### src/hdl/irct_pkg.sv
// irct_pkg: shared types, codes and helpers for the IRC message tokenizer.
// No dependencies; used by every irct_* module and the top level.
`timescale 1ns / 1ps

package irct_pkg;

   localparam int MaxParamsDefault  = 16;
   localparam int QueueDepthDefault = 4;

   localparam logic [7:0] CharColon = 8'h3A;
   localparam logic [7:0] CharSpace = 8'h20;
   localparam logic [7:0] CharComma = 8'h2C;

   // field kinds; the parse stage reuses the first three
   localparam logic [1:0] KindPrefix   = 2'd0;
   localparam logic [1:0] KindCommand  = 2'd1;
   localparam logic [1:0] KindMiddle   = 2'd2;
   localparam logic [1:0] KindTrailing = 2'd3;

   // classified byte: optional character item, optional empty trailing item
   typedef struct packed {
      logic [7:0] ch;
      logic       has_a;
      logic [1:0] kind_a;
      logic [3:0] idx_a;
      logic       start_a;
      logic       end_a;
      logic       has_b;
      logic [3:0] idx_b;
      logic       prefix;
   } irct_rec_type;

   typedef struct packed {
      logic any_seen;
      logic [3:0] count;
   } irct_param_type;

   function automatic irct_param_type next_param(input irct_param_type cur,
                                                 input logic [3:0] limit);
      irct_param_type nxt;
      nxt = cur;
      if (cur.any_seen) begin
         if (cur.count < limit) nxt.count = cur.count + 4'd1;
      end else begin
         nxt.any_seen = 1'b1;
      end
      return nxt;
   endfunction

endpackage

### src/hdl/irct_front.sv
// irct_front: per-byte parser state; classifies each accepted beat into a record.
// Depends on irct_pkg.
`timescale 1ns / 1ps

module irct_front #(
   parameter int MAX_PARAMS = irct_pkg::MaxParamsDefault
) (
   input  logic                  clock,
   input  logic                  reset,
   input  logic                  accept,
   input  logic [7:0]            data_byte,
   input  logic                  last_byte,
   output logic                  push,
   output irct_pkg::irct_rec_type rec
);
   import irct_pkg::*;

   localparam logic [3:0] IdxLimit = (MAX_PARAMS - 1 > 15) ? 4'd15 : 4'(MAX_PARAMS - 1);

   logic [1:0]     stage_ff, stage_in;
   logic           inside_ff, inside_in;
   logic           mstart_ff, mstart_in;
   logic           prefix_ff, prefix_in;
   logic           trail_ff, trail_in;
   logic           topen_ff, topen_in;
   irct_param_type param_ff, param_in;

   always_comb begin
      logic consumed;
      logic [1:0] kind;
      stage_in  = stage_ff;
      inside_in = inside_ff;
      mstart_in = mstart_ff;
      prefix_in = prefix_ff;
      trail_in  = trail_ff;
      topen_in  = topen_ff;
      param_in  = param_ff;
      rec       = '0;
      consumed  = 1'b0;
      kind      = KindPrefix;

      if (mstart_ff) begin
         mstart_in = 1'b0;
         if (data_byte == CharColon) begin
            prefix_in = 1'b1;
            stage_in  = KindPrefix;
            consumed  = 1'b1;
         end else begin
            stage_in = KindCommand;
         end
      end

      if (!consumed) begin
         if (trail_ff) begin
            rec.has_a   = 1'b1;
            rec.kind_a  = KindTrailing;
            rec.idx_a   = param_in.count;
            rec.start_a = !topen_ff;
            rec.end_a   = last_byte;
            topen_in    = 1'b1;
         end else if (data_byte == CharColon) begin
            inside_in = 1'b0;
            trail_in  = 1'b1;
            param_in  = next_param(param_in, IdxLimit);
         end else if (data_byte == CharSpace ||
                      (data_byte == CharComma && stage_in >= KindMiddle)) begin
            if (inside_ff) begin
               inside_in = 1'b0;
               if (data_byte == CharSpace && stage_in < KindMiddle)
                  stage_in = stage_in + 2'd1;
            end
         end else begin
            kind = stage_in;
            if (!inside_ff) begin
               inside_in   = 1'b1;
               rec.start_a = 1'b1;
               if (kind == KindMiddle) param_in = next_param(param_in, IdxLimit);
            end
            rec.has_a  = 1'b1;
            rec.kind_a = kind;
            rec.idx_a  = (kind == KindMiddle) ? param_in.count : 4'd0;
         end
      end
      rec.ch     = data_byte;
      rec.prefix = prefix_in;

      if (last_byte) begin
         if (!topen_in) begin
            if (!trail_in) param_in = next_param(param_in, IdxLimit);
            rec.has_b = 1'b1;
            rec.idx_b = param_in.count;
         end
         stage_in  = KindPrefix;
         inside_in = 1'b0;
         mstart_in = 1'b1;
         prefix_in = 1'b0;
         trail_in  = 1'b0;
         topen_in  = 1'b0;
         param_in  = '0;
      end
   end

   assign push = accept && (rec.has_a || rec.has_b);

   always_ff @(posedge clock) begin
      if (reset) begin
         stage_ff  <= KindPrefix;
         inside_ff <= 1'b0;
         mstart_ff <= 1'b1;
         prefix_ff <= 1'b0;
         trail_ff  <= 1'b0;
         topen_ff  <= 1'b0;
         param_ff  <= '0;
      end else if (accept) begin
         stage_ff  <= stage_in;
         inside_ff <= inside_in;
         mstart_ff <= mstart_in;
         prefix_ff <= prefix_in;
         trail_ff  <= trail_in;
         topen_ff  <= topen_in;
         param_ff  <= param_in;
      end
   end

endmodule

### src/hdl/irct_queue.sv
// irct_queue: small FIFO of classified records between front and back.
// Depends on irct_pkg.
`timescale 1ns / 1ps

module irct_queue #(
   parameter int QUEUE_DEPTH = irct_pkg::QueueDepthDefault
) (
   input  logic                   clock,
   input  logic                   reset,
   input  logic                   push,
   input  irct_pkg::irct_rec_type push_rec,
   input  logic                   pop,
   output irct_pkg::irct_rec_type pop_rec,
   output logic                   full,
   output logic                   empty
);
   import irct_pkg::*;

   localparam int PtrW = (QUEUE_DEPTH > 1) ? $clog2(QUEUE_DEPTH) : 1;
   localparam int CntW = $clog2(QUEUE_DEPTH + 1);
   localparam logic [PtrW-1:0] PtrLast = PtrW'(QUEUE_DEPTH - 1);
   localparam logic [CntW-1:0] CntFull = CntW'(QUEUE_DEPTH);

   irct_rec_type    entry_ff [QUEUE_DEPTH];
   logic [PtrW-1:0] wr_ff, wr_in;
   logic [PtrW-1:0] rd_ff, rd_in;
   logic [CntW-1:0] cnt_ff, cnt_in;

   assign full    = (cnt_ff == CntFull);
   assign empty   = (cnt_ff == '0);
   assign pop_rec = entry_ff[rd_ff];

   always_comb begin
      wr_in  = wr_ff;
      rd_in  = rd_ff;
      cnt_in = cnt_ff;
      if (push) wr_in = (wr_ff == PtrLast) ? '0 : wr_ff + 1'b1;
      if (pop)  rd_in = (rd_ff == PtrLast) ? '0 : rd_ff + 1'b1;
      if (push && !pop) cnt_in = cnt_ff + 1'b1;
      else if (pop && !push) cnt_in = cnt_ff - 1'b1;
   end

   always_ff @(posedge clock) begin
      if (reset) begin
         wr_ff  <= '0;
         rd_ff  <= '0;
         cnt_ff <= '0;
      end else begin
         wr_ff  <= wr_in;
         rd_ff  <= rd_in;
         cnt_ff <= cnt_in;
      end
   end

   always_ff @(posedge clock) begin
      if (push) entry_ff[wr_ff] <= push_rec;
   end

endmodule

### src/hdl/irct_back.sv
// irct_back: expands records into result beats behind an output register.
// Depends on irct_pkg.
`timescale 1ns / 1ps

module irct_back (
   input  logic                   clock,
   input  logic                   reset,
   input  irct_pkg::irct_rec_type rec,
   input  logic                   empty,
   output logic                   pop,
   output logic                   out_valid,
   input  logic                   out_stall,
   output logic [7:0]             char_out,
   output logic                   byte_valid,
   output logic [1:0]             field_kind,
   output logic [3:0]             param_index,
   output logic                   token_start,
   output logic                   message_end,
   output logic                   prefix_present
);
   import irct_pkg::*;

   logic       valid_ff, valid_in;
   logic       pend_ff, pend_in;
   logic [3:0] pidx_ff, pidx_in;
   logic       ppre_ff, ppre_in;
   logic       load;
   logic [7:0] ch_ff, ch_in;
   logic       bv_ff, bv_in;
   logic [1:0] kind_ff, kind_in;
   logic [3:0] idx_ff, idx_in;
   logic       st_ff, st_in;
   logic       end_ff, end_in;
   logic       pre_ff, pre_in;

   always_comb begin
      load     = !valid_ff || !out_stall;
      pop      = load && !pend_ff && !empty;
      valid_in = valid_ff;
      pend_in  = pend_ff;
      pidx_in  = pidx_ff;
      ppre_in  = ppre_ff;
      ch_in    = '0;
      bv_in    = 1'b0;
      kind_in  = KindTrailing;
      idx_in   = pidx_ff;
      st_in    = 1'b1;
      end_in   = 1'b1;
      pre_in   = ppre_ff;
      if (load) begin
         if (pend_ff) begin
            valid_in = 1'b1;
            pend_in  = 1'b0;
         end else if (!empty) begin
            valid_in = 1'b1;
            pidx_in  = rec.idx_b;
            ppre_in  = rec.prefix;
            pre_in   = rec.prefix;
            if (rec.has_a) begin
               pend_in = rec.has_b;
               ch_in   = rec.ch;
               bv_in   = 1'b1;
               kind_in = rec.kind_a;
               idx_in  = rec.idx_a;
               st_in   = rec.start_a;
               end_in  = rec.end_a;
            end else begin
               idx_in = rec.idx_b;
            end
         end else begin
            valid_in = 1'b0;
         end
      end
   end

   always_ff @(posedge clock) begin
      if (reset) begin
         valid_ff <= 1'b0;
         pend_ff  <= 1'b0;
      end else begin
         valid_ff <= valid_in;
         pend_ff  <= pend_in;
      end
   end

   always_ff @(posedge clock) begin
      pidx_ff <= pidx_in;
      ppre_ff <= ppre_in;
      if (load) begin
         ch_ff   <= ch_in;
         bv_ff   <= bv_in;
         kind_ff <= kind_in;
         idx_ff  <= idx_in;
         st_ff   <= st_in;
         end_ff  <= end_in;
         pre_ff  <= pre_in;
      end
   end

   assign out_valid      = valid_ff;
   assign char_out       = ch_ff;
   assign byte_valid     = bv_ff;
   assign field_kind     = kind_ff;
   assign param_index    = idx_ff;
   assign token_start    = st_ff;
   assign message_end    = end_ff;
   assign prefix_present = pre_ff;

endmodule

### src/hdl/irc_message_tokenizer.sv
// irc_message_tokenizer: top level; front parser, record queue, output expander.
// Depends on irct_pkg, irct_front, irct_queue, irct_back.
//
//   channel  direction  handshake             beat
//   req_     in         req_valid/req_stall   data_byte, last_byte
//   rsp_     out        rsp_valid/rsp_stall   char_out .. prefix_present
//
// One input byte per cycle is parsed and classified in the front the cycle it is taken
// while the queue is not full. A byte yields zero, one or two result beats; the output
// stage sends one beat per cycle unless stalled, a character beat before a trailing one.
// Synchronous reset returns the parser to message start and empties the queue.
// req_stall rises only when the record queue is full.
`timescale 1ns / 1ps

module irc_message_tokenizer #(
   parameter int MAX_PARAMS  = irct_pkg::MaxParamsDefault,
   parameter int QUEUE_DEPTH = irct_pkg::QueueDepthDefault
) (
   input  logic       clock,
   input  logic       reset,
   input  logic       req_valid,
   output logic       req_stall,
   input  logic [7:0] req_data_byte,
   input  logic       req_last_byte,
   output logic       rsp_valid,
   input  logic       rsp_stall,
   output logic [7:0] rsp_char_out,
   output logic       rsp_byte_valid,
   output logic [1:0] rsp_field_kind,
   output logic [3:0] rsp_param_index,
   output logic       rsp_token_start,
   output logic       rsp_message_end,
   output logic       rsp_prefix_present
);
   import irct_pkg::*;

   logic         accept;
   logic         push;
   logic         pop;
   logic         full;
   logic         empty;
   irct_rec_type front_rec;
   irct_rec_type queue_rec;

   assign req_stall = full;
   assign accept    = req_valid && !full;

   irct_front #(.MAX_PARAMS(MAX_PARAMS)) u_front (
      .clock     (clock),
      .reset     (reset),
      .accept    (accept),
      .data_byte (req_data_byte),
      .last_byte (req_last_byte),
      .push      (push),
      .rec       (front_rec)
   );

   irct_queue #(.QUEUE_DEPTH(QUEUE_DEPTH)) u_queue (
      .clock    (clock),
      .reset    (reset),
      .push     (push),
      .push_rec (front_rec),
      .pop      (pop),
      .pop_rec  (queue_rec),
      .full     (full),
      .empty    (empty)
   );

   irct_back u_back (
      .clock          (clock),
      .reset          (reset),
      .rec            (queue_rec),
      .empty          (empty),
      .pop            (pop),
      .out_valid      (rsp_valid),
      .out_stall      (rsp_stall),
      .char_out       (rsp_char_out),
      .byte_valid     (rsp_byte_valid),
      .field_kind     (rsp_field_kind),
      .param_index    (rsp_param_index),
      .token_start    (rsp_token_start),
      .message_end    (rsp_message_end),
      .prefix_present (rsp_prefix_present)
   );

endmodule

### config.mk
export PLATFORM = sky130hd
export DESIGN_NAME = irc_message_tokenizer
export DESIGN_NICKNAME = d
export VERILOG_FILES = /design/src/hdl/irct_pkg.sv /design/src/hdl/irct_front.sv /design/src/hdl/irct_queue.sv /design/src/hdl/irct_back.sv /design/src/hdl/irc_message_tokenizer.sv
export SDC_FILE = /design/constraint.sdc
export NUM_CORES = 1
export LEC_CHECK = 0
export BUFFER_PORTS_ARGS = -buffer_cell sky130_fd_sc_hd__buf_2
export CAP_MARGIN = 10
export CORE_ASPECT_RATIO = 1.2
export CORE_UTILIZATION = 39
export CTS_CLUSTER_SIZE = 14
export DETAILED_ROUTE_END_ITERATION = 10
export GPL_ROUTABILITY_DRIVEN = 0
export GPL_TIMING_DRIVEN = 0
export PLACE_DENSITY_LB_ADDON = 0.25
export SLEW_MARGIN = 20
export SYNTH_ARGS = -nofsm -noshare
export SYNTH_HDL_FRONTEND = slang
export SYNTH_SLANG_ARGS = --single-unit
### constraint.sdc
create_clock -name clock -period 4.5 [get_ports clock]
set_input_delay 0.9 -clock clock [delete_from_list [all_inputs] [get_ports clock]]
set_output_delay 0.9 -clock clock [all_outputs]
set_load 0.01 [all_outputs]
==> results.py, run 1 <==
metrics = {
    "yosys": {
        "yosysTopAreaCell": "edfxtp_1",
        "yosys-top-cells-area": "edfxtp_1 (59%), mux4_2 (9.0%), dfxtp_1 (8.0%), mux2i_1 (2.4%), ha_1 (1.9%)",
        "ys.flop_type": "edfxtp_1",
        "synthTopCellsByCount": "edfxtp_1 (114), nor2_1 (27), dfxtp_1 (23), mux4_2 (23), a21oi_1 (21)",
        "ys_async_sr_fraction": 0,
        "syn_inst": 372,
        "ys_ff_latch": 137,
        "synth_top_area_share": 0.5926,
        "synth-warning-count": 0,
        "yosysMostFrequentCell": "edfxtp_1",
        "synth_nets": 395,
        "ys_types": 53,
        "ys_seq_area_frac": 0.6723,
        "syn_area_sq_um": 5777,
        "synth_edf_count": 114,
        "syn_avg_cell_area_sq_um": 15.53,
    },
    "worst_setup_path": {
        "worst-setup-path-type": "input port to flop",
        "cp.arrival_ns": 4.33,
        "path_buf_inv": 2,
        "timing.critical_path.mode_cell": "ha_1",
        "max_stage_delay_ns": 0.52,
        "worstPathMaxFanout": 6,
        "cp-start-kind": "input port",
        "cp.required_ns": 4.63,
        "slowest_stage": "a2111oi_4",
        "crit_family": "simple AND/OR/NAND/NOR gates",
        "end_kind": "flop",
        "worstPathCellList": "buf_2 -> nor4b_2 -> nand3_1 -> o21ai_0 -> ha_1 -> nor2b_1 -> o21ai_1 -> a2111oi_4 -> xor2_1 -> ha_1 -> inv_1 -> or4b_1 -> o211a_1",
    },
    "routing": {
        "ant_nets": 0,
        "drt-total-wl_microns": 11090,
        "drcViolationCount": 0,
        "routedWlPerCell_microns": 18.18,
        "viasPerCell": 5.298,
        "drtIter0Drc": 225,
        "firstDrtPassIters": 4,
        "num_vias": 3232,
    },
    "power_and_ir_drop": {
        "comb_power_share": 0.211,
        "p_clk_frac": 0.348,
        "p_leak_nw": 2.375,
        "p_seq_frac": 0.441,
        "power.internal_w": 0.002791,
        "swShare": 0.2748,
        "power.total_w": 0.003849,
        "power.density_nw_per_um2": 571.0,
        "peakVddDrop_mv": 0.2654,
        "p_sw_w": 0.001058,
    },
    "grt": {
        "grt_pass1_wl_microns": 17780,
        "use_met2": 0.2733,
        "grt_pass1_vias": 3279,
        "grt_max_degree": 24,
        "grt_antenna_before_repair": 0,
        "globalRouteOverflowTotal": 0,
        "grt_use_total": 0.1597,
        "grtUsageMet1": 0.1941,
        "gr-max-usage-layer": "met2",
        "met3_usage": 0.04027,
    },
    "finish": {
        "final_cells": 610,
        "nets": 445,
        "syn2layout_area_growth_pct": 16.68,
        "multiInputGateArea_sq_um": 1803,
        "n_antenna_cell": 0,
        "fillers": 1240,
        "register_area_sq_um": 3884,
        "layout-drive-gt1-share": 0.2391,
    },
    "sta": {
        "rsz0062_at_grt": "no",
        "max_freq_mhz": 238.2,
        "layout_setup_ws_ns": 0.3021,
        "setup_tns_ns": 0,
        "finalSetupViolations": 0,
        "tightest_slew_ns": 0.9696,
        "min_period_ns": 4.198,
        "timing.hold.ws_ns": 0.4693,
        "skew_ns": 0.006142,
        "drv_slew": 0,
        "finalHoldViolCount": 0,
        "finalCritPeriodShare": 0.9329,
        "maxSlewHeadroom": 0.3523,
    },
    "clock_tree": {
        "worstSkewPairLatency_ns": 0.41,
        "cts_buffer_depth": 2,
        "cts_tree": "done",
        "clock-root-buffer": "clkbuf_16",
        "postCtsSetupBuffers": 0,
        "cts-resized-gates": 0,
        "ctsHoldBuffers": 0,
        "cts.clk_slew.worst_paths_ns": 0.06,
        "cts_buffers": 17,
        "htreeDepth": 4,
        "clock_sinks": 137,
    },
    "die": {
        "core_sq_um": 14410,
        "die_w_microns": 113.1,
        "ios": 33,
        "die_area_sq_um": 15300,
        "fp-row-count": 48,
        "initial_utilization": 0.4008,
        "die_y_microns": 135.3,
    },
    "placed_design": {
        "hpwl_microns": 7397,
        "dp_slack_ns": -0.3514,
        "portBuffers": 31,
        "dpl.cell_count": 578,
    },
    "hold_path": {
        "hp-class": "flop to flop",
    },
    "outcome": {
        "status": "finished clean",
    },
    "job": {
        "maxCapViolCount": 0,
    },
}
[power groups by stage]
stage / combinational, W / clock (W) / sequential, W
final: 0.000813 / 0.00134 / 0.00170
after global routing: 0.000908 / 0.00142 / 0.00172
after CTS: 0.000837 / 0.00136 / 0.00170
after detailed placement: 0.000834 / 0 / 0.00173
after global placement: 0.000824 / 0 / 0.00172
after floorplan: 0.000527 / 0 / 0.00175
[metrics by stage]
stage	utilization	cell area [sq um]
finish	0.4676	6740
global route	0.4676	6740
CTS	0.4672	6734
detailed placement	0.4271	6156
global placement	0.4267	6151
floorplan	-	5777
[final timing paths]
check / slack [ns] / endpoint / startpoint / depth (start not counted)
worst min register to register: 0.47 / u_front.prefix_ff / u_front.prefix_ff / 2
worst max-delay path: 0.30 / u_queue.entry_ff[2][3] / req_data_byte[0] / 13
worst max register to register: 0.70 / u_queue.entry_ff[2][3] / u_front.mstart_ff / 12
worst min-delay path: 0.47 / u_front.prefix_ff / u_front.prefix_ff / 2
[cell type report]
cell class              count  share of cell area
flip-flops and latches    137              0.5762
multi-input cells         208              0.2675
clock buffers              17             0.06311
well taps                 175             0.03249
inverters                  12            0.006683
clock inverters            15             0.02265
repair buffers             31             0.02302
plain buffers              15            0.008353
[cells in the final DEF, fill, tap and decap left out, drive strengths merged, types with 3 or more instances in the layout]
master,instances
and3,10
nand4b,3
nand2b,8
a22oi,4
inv,14
a21oi,21
o21ai,8
or2,7
xor2,3
nor2,27
and2,5
buf,34
nor3,7
nand2,14
clkinvlp,3
ha,9
nor2b,4
mux4,23
dfxtp,23
or3,3
clkinv,8
or4b,3
clkbuf,29
edfxtp,114
nand3,4
mux2i,14
[flip-flops by register name (all words and copies together) (netlist names), named ones only]
name,count
u_queue.entry_ff,92
u_back.char_out,8
u_front.param_ff,5
u_back.param_index,4
u_back.pidx_ff,4
u_queue.cnt_ff,3
u_back.field_kind,2
u_front.stage_ff,2
u_queue.rd_ff,2
u_queue.wr_ff,2
u_back.byte_valid,1
u_back.message_end,1
u_back.out_valid,1
u_back.pend_ff,1
u_back.prefix_present,1
u_back.token_start,1
u_front.inside_ff,1
u_front.mstart_ff,1
u_front.prefix_ff,1
u_front.topen_ff,1
u_front.trail_ff,1
[worst reg2reg max path: stages, from the launching register on]
cell	delay (ns)
dfxtp_1	0.32
clkbuf_1	0.32
nand3_1	0.28
o21ai_0	0.16
ha_1	0.25
nor2b_1	0.15
o21ai_1	0.16
a2111oi_4	0.52
xor2_1	0.32
ha_1	0.28
inv_1	0.07
or4b_1	0.52
o211a_1	0.20
[cell families (layout without fill, tap and decap cells)]
group,Yosys count,in the layout,synth area share
AO/OA/AOI/OAI,52,52,0.06606
XOR/XNOR,3,3,0.004549
adder cells (fa/ha/maj),10,10,0.02296
buffers and inverters,27,90,0.01754
flip-flops,137,137,0.6723
multiplexers,38,38,0.1159
AND/OR/NAND/NOR,105,105,0.1007
[per-layer routing]
metal  wire length, microns  share of wire  up-vias
met5                      0              0        -
met4                    214          0.019        0
met3                    414          0.037       14
met2                   5747           0.52       68
met1                   4715           0.43     1594
li1                       -              -     1556
Note: power is estimated with default switching activity, not from simulation.
==> run 2: changes to the inputs <==
Settings changed: CAP_MARGIN 10 to 25, CORE_UTILIZATION 39 to 55.
==> run 2 against run 1 <==
Fmax increased by 0.36%. Register-to-register slack worse by 0.06 ns. Hold slack lost 0.0070 ns. Worst setup slack better by 0.015 ns. Core utilization rose by 20 points. Count of clock-buffer cells in the layout is 3 higher. Sequential power about the same. Critical path depth did not move. Global-route usage grew 6.9 points. Sequential share of layout area rose by 0.36 points. Combinational power is 2% higher. Final cell count shrank 8.2%. Critical path type unchanged. Largest cell class unchanged. Highest routed layer unchanged.
==> results.py, run 2 (synthesis results as in run 1) <==
metrics = {
    "routing": {
        "num_vias": 3384,
        "routedWlPerCell_microns": 20.01,
        "firstDrtPassIters": 4,
        "ant_nets": 0,
        "viasPerCell": 6.043,
        "drt-total-wl_microns": 11210,
        "drtIter0Drc": 220,
        "drcViolationCount": 0,
    },
    "grt": {
        "globalRouteOverflowTotal": 0,
        "grt_pass1_vias": 3431,
        "grt_max_degree": 24,
        "grt_pass1_wl_microns": 17710,
        "grt_antenna_before_repair": 0,
        "grt_use_total": 0.2283,
    },
    "worst_setup_path": {
        "crit_family": "simple AND/OR/NAND/NOR gates",
        "reg2reg_slack_ns": 0.64,
        "setup.worst_path.end": "u_queue.entry_ff[2][3]",
        "max_stage_delay_ns": 0.53,
        "cp-start-kind": "input port",
        "path_depth": 13,
        "cp.arrival_ns": 4.32,
        "cp.required_ns": 4.64,
        "r2r_start": "u_front.mstart_ff",
        "timing.critical_path.mode_cell": "ha_1",
        "worstPathCellList": "buf_2 -> nor4b_2 -> nand3_1 -> o21ai_0 -> ha_1 -> nor2b_1 -> o21ai_1 -> a2111oi_4 -> xor2_1 -> ha_1 -> inv_1 -> or4b_1 -> o211a_1",
        "worstPathMaxFanout": 6,
        "crit_start": "req_data_byte[0]",
        "end_kind": "flop",
        "worst-setup-path-type": "input port to flop",
        "reg2reg_to": "u_queue.entry_ff[2][3]",
        "worstRegToRegCells": 12,
        "path_buf_inv": 2,
        "slowest_stage": "a2111oi_4",
    },
    "clock_tree": {
        "cts_buffer_depth": 2,
        "cts-resized-gates": 0,
        "htreeDepth": 4,
        "clock_sinks": 137,
        "worstSkewPairLatency_ns": 0.40,
        "cts_tree": "done",
        "postCtsSetupBuffers": 0,
        "cts.clk_slew.worst_paths_ns": 0.05,
        "ctsHoldBuffers": 0,
        "clock-root-buffer": "clkbuf_16",
        "cts_buffers": 17,
    },
    "die": {
        "fp-row-count": 40,
        "die_area_sq_um": 10920,
        "ios": 33,
        "core_sq_um": 10110,
        "initial_utilization": 0.5714,
        "die_w_microns": 95.56,
        "die_y_microns": 114.3,
    },
    "power_and_ir_drop": {
        "power.density_nw_per_um2": 584.6,
        "p_leak_nw": 2.394,
        "peakVddDrop_mv": 0.3480,
    },
    "sta": {
        "max_freq_mhz": 239.1,
        "tightest_slew_ns": 0.9184,
        "skew_ns": 0.006660,
        "drv_slew": 0,
        "finalCritPeriodShare": 0.9295,
        "rsz0062_at_grt": "no",
        "finalHoldViolCount": 0,
        "min_period_ns": 4.183,
        "finalSetupViolations": 0,
        "maxSlewHeadroom": 0.3877,
    },
    "placed_design": {
        "place_area_sq_um": 6095,
        "portBuffers": 31,
        "dpl.cell_count": 529,
        "hpwl_microns": 7372,
    },
    "finish": {
        "final_common_cell": "edfxtp_1",
        "n_antenna_cell": 0,
        "largest_register_ffs": 92,
        "final_cell_area_sq_um": 6699,
        "layout-drive-gt1-share": 0.2350,
        "syn2layout_area_growth_pct": 15.96,
        "final_cells": 560,
        "nets": 445,
        "top_register": "u_queue.entry_ff",
        "final_cell_mix": "edfxtp_1 (114), buf_2 (31), nor2_1 (27), mux4_2 (23), dfxtp_1 (23)",
    },
    "hold_path": {
        "min_from": "u_front.prefix_ff",
        "hp-class": "flop to flop",
    },
    "job": {
        "maxCapViolCount": 0,
    },
    "outcome": {
        "status": "finished clean",
    },
}
==> run 2: cell count changes in the layout (fill, tap and decap cells not counted) <==
cell        previous run  this run
clkbuf_1              12        15
clkinv_4               3         0
clkinvlp_4             3         0
bufinv_16              2         4
clkinv_2               4         6
a211oi_1               1         0
a211oi_2               0         1
inv_6                  1         0
inv_8                  1         0
nor2b_1                4         3
nor2b_2                0         1
==> run 2: metal layers <==
layer  track usage  wire, microns  vias up
li1              -              -     1546
met1        0.2882           4681     1703
met2        0.3710           5518      111
met3       0.05910            701       24
met4        0.1005            307        0
met5             0              0        -
==> run 2: how the worst min path moves through the flow <==
stage	to	slack, ns	depth (start not counted)
after floorplan	u_front.prefix_ff	0.43	2
after detailed placement	u_front.prefix_ff	0.46	2
after global placement	u_front.prefix_ff	0.45	2
after CTS	u_front.prefix_ff	0.47	2
after global routing	u_front.prefix_ff	0.51	2
final	u_front.prefix_ff	0.46	2
==> run 2: through the flow <==
| stage | hold slack (ns) | utilization | TNS, ns | total power [W] | setup slack [ns] |
|---|---|---|---|---|---|
| floorplan | 0.4280 | - | 0 | 0.002279 | 0.5479 |
| finish | 0.4623 | 0.6626 | 0 | 0.003916 | 0.3173 |
| CTS | 0.4709 | 0.6613 | 0 | 0.003948 | 0.1622 |
| detailed placement | 0.4567 | 0.6028 | -2.041 | 0.002562 | -0.2508 |
| global placement | 0.4467 | 0.6024 | -1.496 | 0.002526 | -0.2178 |
| global route | 0.5106 | 0.6626 | 0 | 0.004098 | 0.09314 |
==> run 2: area by class of cell <==
| class | instances | area (sq um) |
|---|---|---|
| Sequential cell | 137 | 3884 |
| Fill cell | 728 | 3411 |
| Multi-Input combinational cell | 208 | 1810 |
| Clock buffer | 20 | 436.7 |
| Tap cell | 126 | 157.7 |
| Timing Repair Buffer | 31 | 155.1 |
| Clock inverter | 11 | 153.9 |
| Buffer | 15 | 56.30 |
| Inverter | 12 | 45.04 |
==> run 2: where the power goes <==
| group | internal (W) | total [W] | switching, W |
|---|---|---|---|
| clock network | 0.000915 | 0.00139 | 0.000473 |
| registers | 0.00163 | 0.00170 | 0.0000712 |
| logic | 0.000348 | 0.000827 | 0.000479 |
==> run 2: worst min-delay path: cells and delay by family, from the launching register on <==
family | cells | cell delay (ns)
AOI/OAI and AO/OA | 1 | 0.04
DFF | 1 | 0.32
and+or+nand+nor | 1 | 0.07
==> run 3: changes to the inputs <==
Settings changed: CORE_UTILIZATION 55 to 45.
==> run 3 against run 2 <==
Global-route usage down 4.9 points. Combinational power down 2%. Sequential power about the same. Core utilization down 11 points. Clock power up 8%. Critical path type unchanged.
==> results.py, run 3 (synthesis results as in run 1) <==
metrics = {
    "outcome": {
        "status": "finished clean",
    },
    "clock_tree": {
        "clock_sinks": 137,
        "cts-resized-gates": 0,
        "cts.clk_slew.worst_paths_ns": 0.06,
        "cts_tree": "done",
        "worstSkewPairLatency_ns": 0.41,
        "ctsHoldBuffers": 0,
        "clock-root-buffer": "clkbuf_16",
        "postCtsSetupBuffers": 0,
        "htreeDepth": 4,
        "cts_buffer_depth": 2,
        "cts_buffers": 17,
    },
    "grt": {
        "grt_pass1_vias": 3401,
        "globalRouteOverflowTotal": 0,
        "grt_use_total": 0.1792,
        "grt_antenna_before_repair": 0,
        "grt_max_degree": 24,
        "grt_pass1_wl_microns": 17820,
    },
    "power_and_ir_drop": {
        "p_seq_frac": 0.423,
        "comb_power_share": 0.203,
        "p_clk_frac": 0.374,
        "power.internal_w": 0.002964,
        "swShare": 0.2613,
        "power.density_nw_per_um2": 589.9,
        "p_sw_w": 0.001048,
        "peakVddDrop_mv": 0.2442,
        "p_leak_nw": 2.414,
    },
    "worst_setup_path": {
        "worstRegToRegCells": 12,
        "r2r_start": "u_front.mstart_ff",
        "end_kind": "flop",
        "cp.required_ns": 4.64,
        "reg2reg_slack_ns": 0.61,
        "worst-setup-path-type": "input port to flop",
        "worstPathMaxFanout": 6,
        "reg2reg_to": "u_queue.entry_ff[2][3]",
        "cp-start-kind": "input port",
        "cp.arrival_ns": 4.39,
    },
    "die": {
        "initial_utilization": 0.4684,
        "die_y_microns": 126.1,
        "die_w_microns": 105.4,
        "fp-row-count": 44,
        "ios": 33,
        "core_sq_um": 12330,
        "die_area_sq_um": 13300,
    },
    "routing": {
        "drcViolationCount": 0,
        "ant_nets": 0,
        "routedWlPerCell_microns": 18.42,
        "viasPerCell": 5.450,
        "drtIter0Drc": 202,
        "drt-total-wl_microns": 10980,
        "num_vias": 3248,
        "firstDrtPassIters": 5,
    },
    "hold_path": {
        "worstHoldPathCells": 2,
        "hp-class": "flop to flop",
        "min_to": "u_front.prefix_ff",
        "min_from": "u_front.prefix_ff",
    },
    "job": {
        "maxCapViolCount": 0,
    },
    "sta": {
        "skew_ns": 0.008354,
        "max_freq_mhz": 235.4,
        "maxSlewHeadroom": 0.2919,
        "min_period_ns": 4.248,
        "finalCritPeriodShare": 0.9439,
        "timing.hold.ws_ns": 0.4699,
        "finalHoldViolCount": 0,
        "setup_tns_ns": 0,
        "rsz0062_at_grt": "no",
        "finalSetupViolations": 0,
        "drv_slew": 0,
        "tightest_slew_ns": 1.060,
    },
    "finish": {
        "fin_util": 0.5515,
        "n_antenna_cell": 0,
        "largest_register_ffs": 92,
        "layout-drive-gt1-share": 0.2414,
        "nets": 445,
        "final_cell_mix": "edfxtp_1 (114), buf_2 (31), nor2_1 (27), mux4_2 (23), dfxtp_1 (23)",
        "syn2layout_area_growth_pct": 17.74,
        "top_register": "u_queue.entry_ff",
        "final_common_cell": "edfxtp_1",
    },
    "placed_design": {
        "hpwl_microns": 7291,
        "portBuffers": 31,
    },
}
[run 3: cell count changes in the layout (fill, tap and decap cells not counted), sizes merged]
cell      previous run  this run
clkbuf              32        30
clkinvlp             0         1
bufinv               4         5
inv                 12        13
[run 3: stage by stage]
step	std cells	cell area (sq um)	setup slack, ns	power, W
after global placement	564	6133	-0.3062	0.002530
after detailed placement	564	6138	-0.4158	0.002553
after CTS	596	6790	0.01411	0.004060
final	596	6802	0.2524	0.004012
after global routing	596	6802	0.008650	0.004209
after floorplan	372	5777	0.5479	0.002279
[run 3: area by class of cell]
class                           instances  area (sq um)
Fill cell                            1029          5530
Sequential cell                       137          3884
Multi-Input combinational cell        208          1808
Clock buffer                           18         429.2
Clock inverter                         14         222.7
Tap cell                              161         201.4
Timing Repair Buffer                   31         155.1
Buffer                                 15         56.30
Inverter                               12         45.04
[run 3: power by group through the flow]
stage | clock network (W) | logic [W] | registers, W
5_1_grt | 0.00159 | 0.000902 | 0.00172
2_1_floorplan | 0 | 0.000527 | 0.00175
4_1_cts | 0.00153 | 0.000830 | 0.00170
6_report | 0.00150 | 0.000813 | 0.00170
3_3_place_gp | 0 | 0.000812 | 0.00172
3_5_place_dp | 0 | 0.000827 | 0.00173
[run 3: worst max-delay path, stage by stage]
cell,delay [ns]
buf_2,0.13
nor4b_2,0.40
nand3_1,0.28
o21ai_0,0.16
ha_1,0.26
nor2b_1,0.15
o21ai_1,0.16
a2111oi_4,0.54
xor2_1,0.33
ha_1,0.29
inv_1,0.07
or4b_1,0.51
o211a_1,0.19
[run 3: worst max path at each step]
stage                           startpoint                     end
after global routing      req_data_byte[0]  u_queue.entry_ff[2][3]
after CTS                 req_data_byte[0]  u_queue.entry_ff[2][3]
final                     req_data_byte[0]  u_queue.entry_ff[2][3]
after floorplan           req_data_byte[0]  u_queue.entry_ff[0][3]
after detailed placement  req_data_byte[0]  u_queue.entry_ff[0][3]
after global placement    req_data_byte[0]  u_queue.entry_ff[0][3]
[run 3: routing by layer]
layer	vias up	share of wire	global-route usage
li1	1548	-	-
met1	1611	0.44	0.2285
met2	83	0.51	0.2988
met3	6	0.044	0.04141
met4	0	0.0085	0.06628
met5	-	0	0
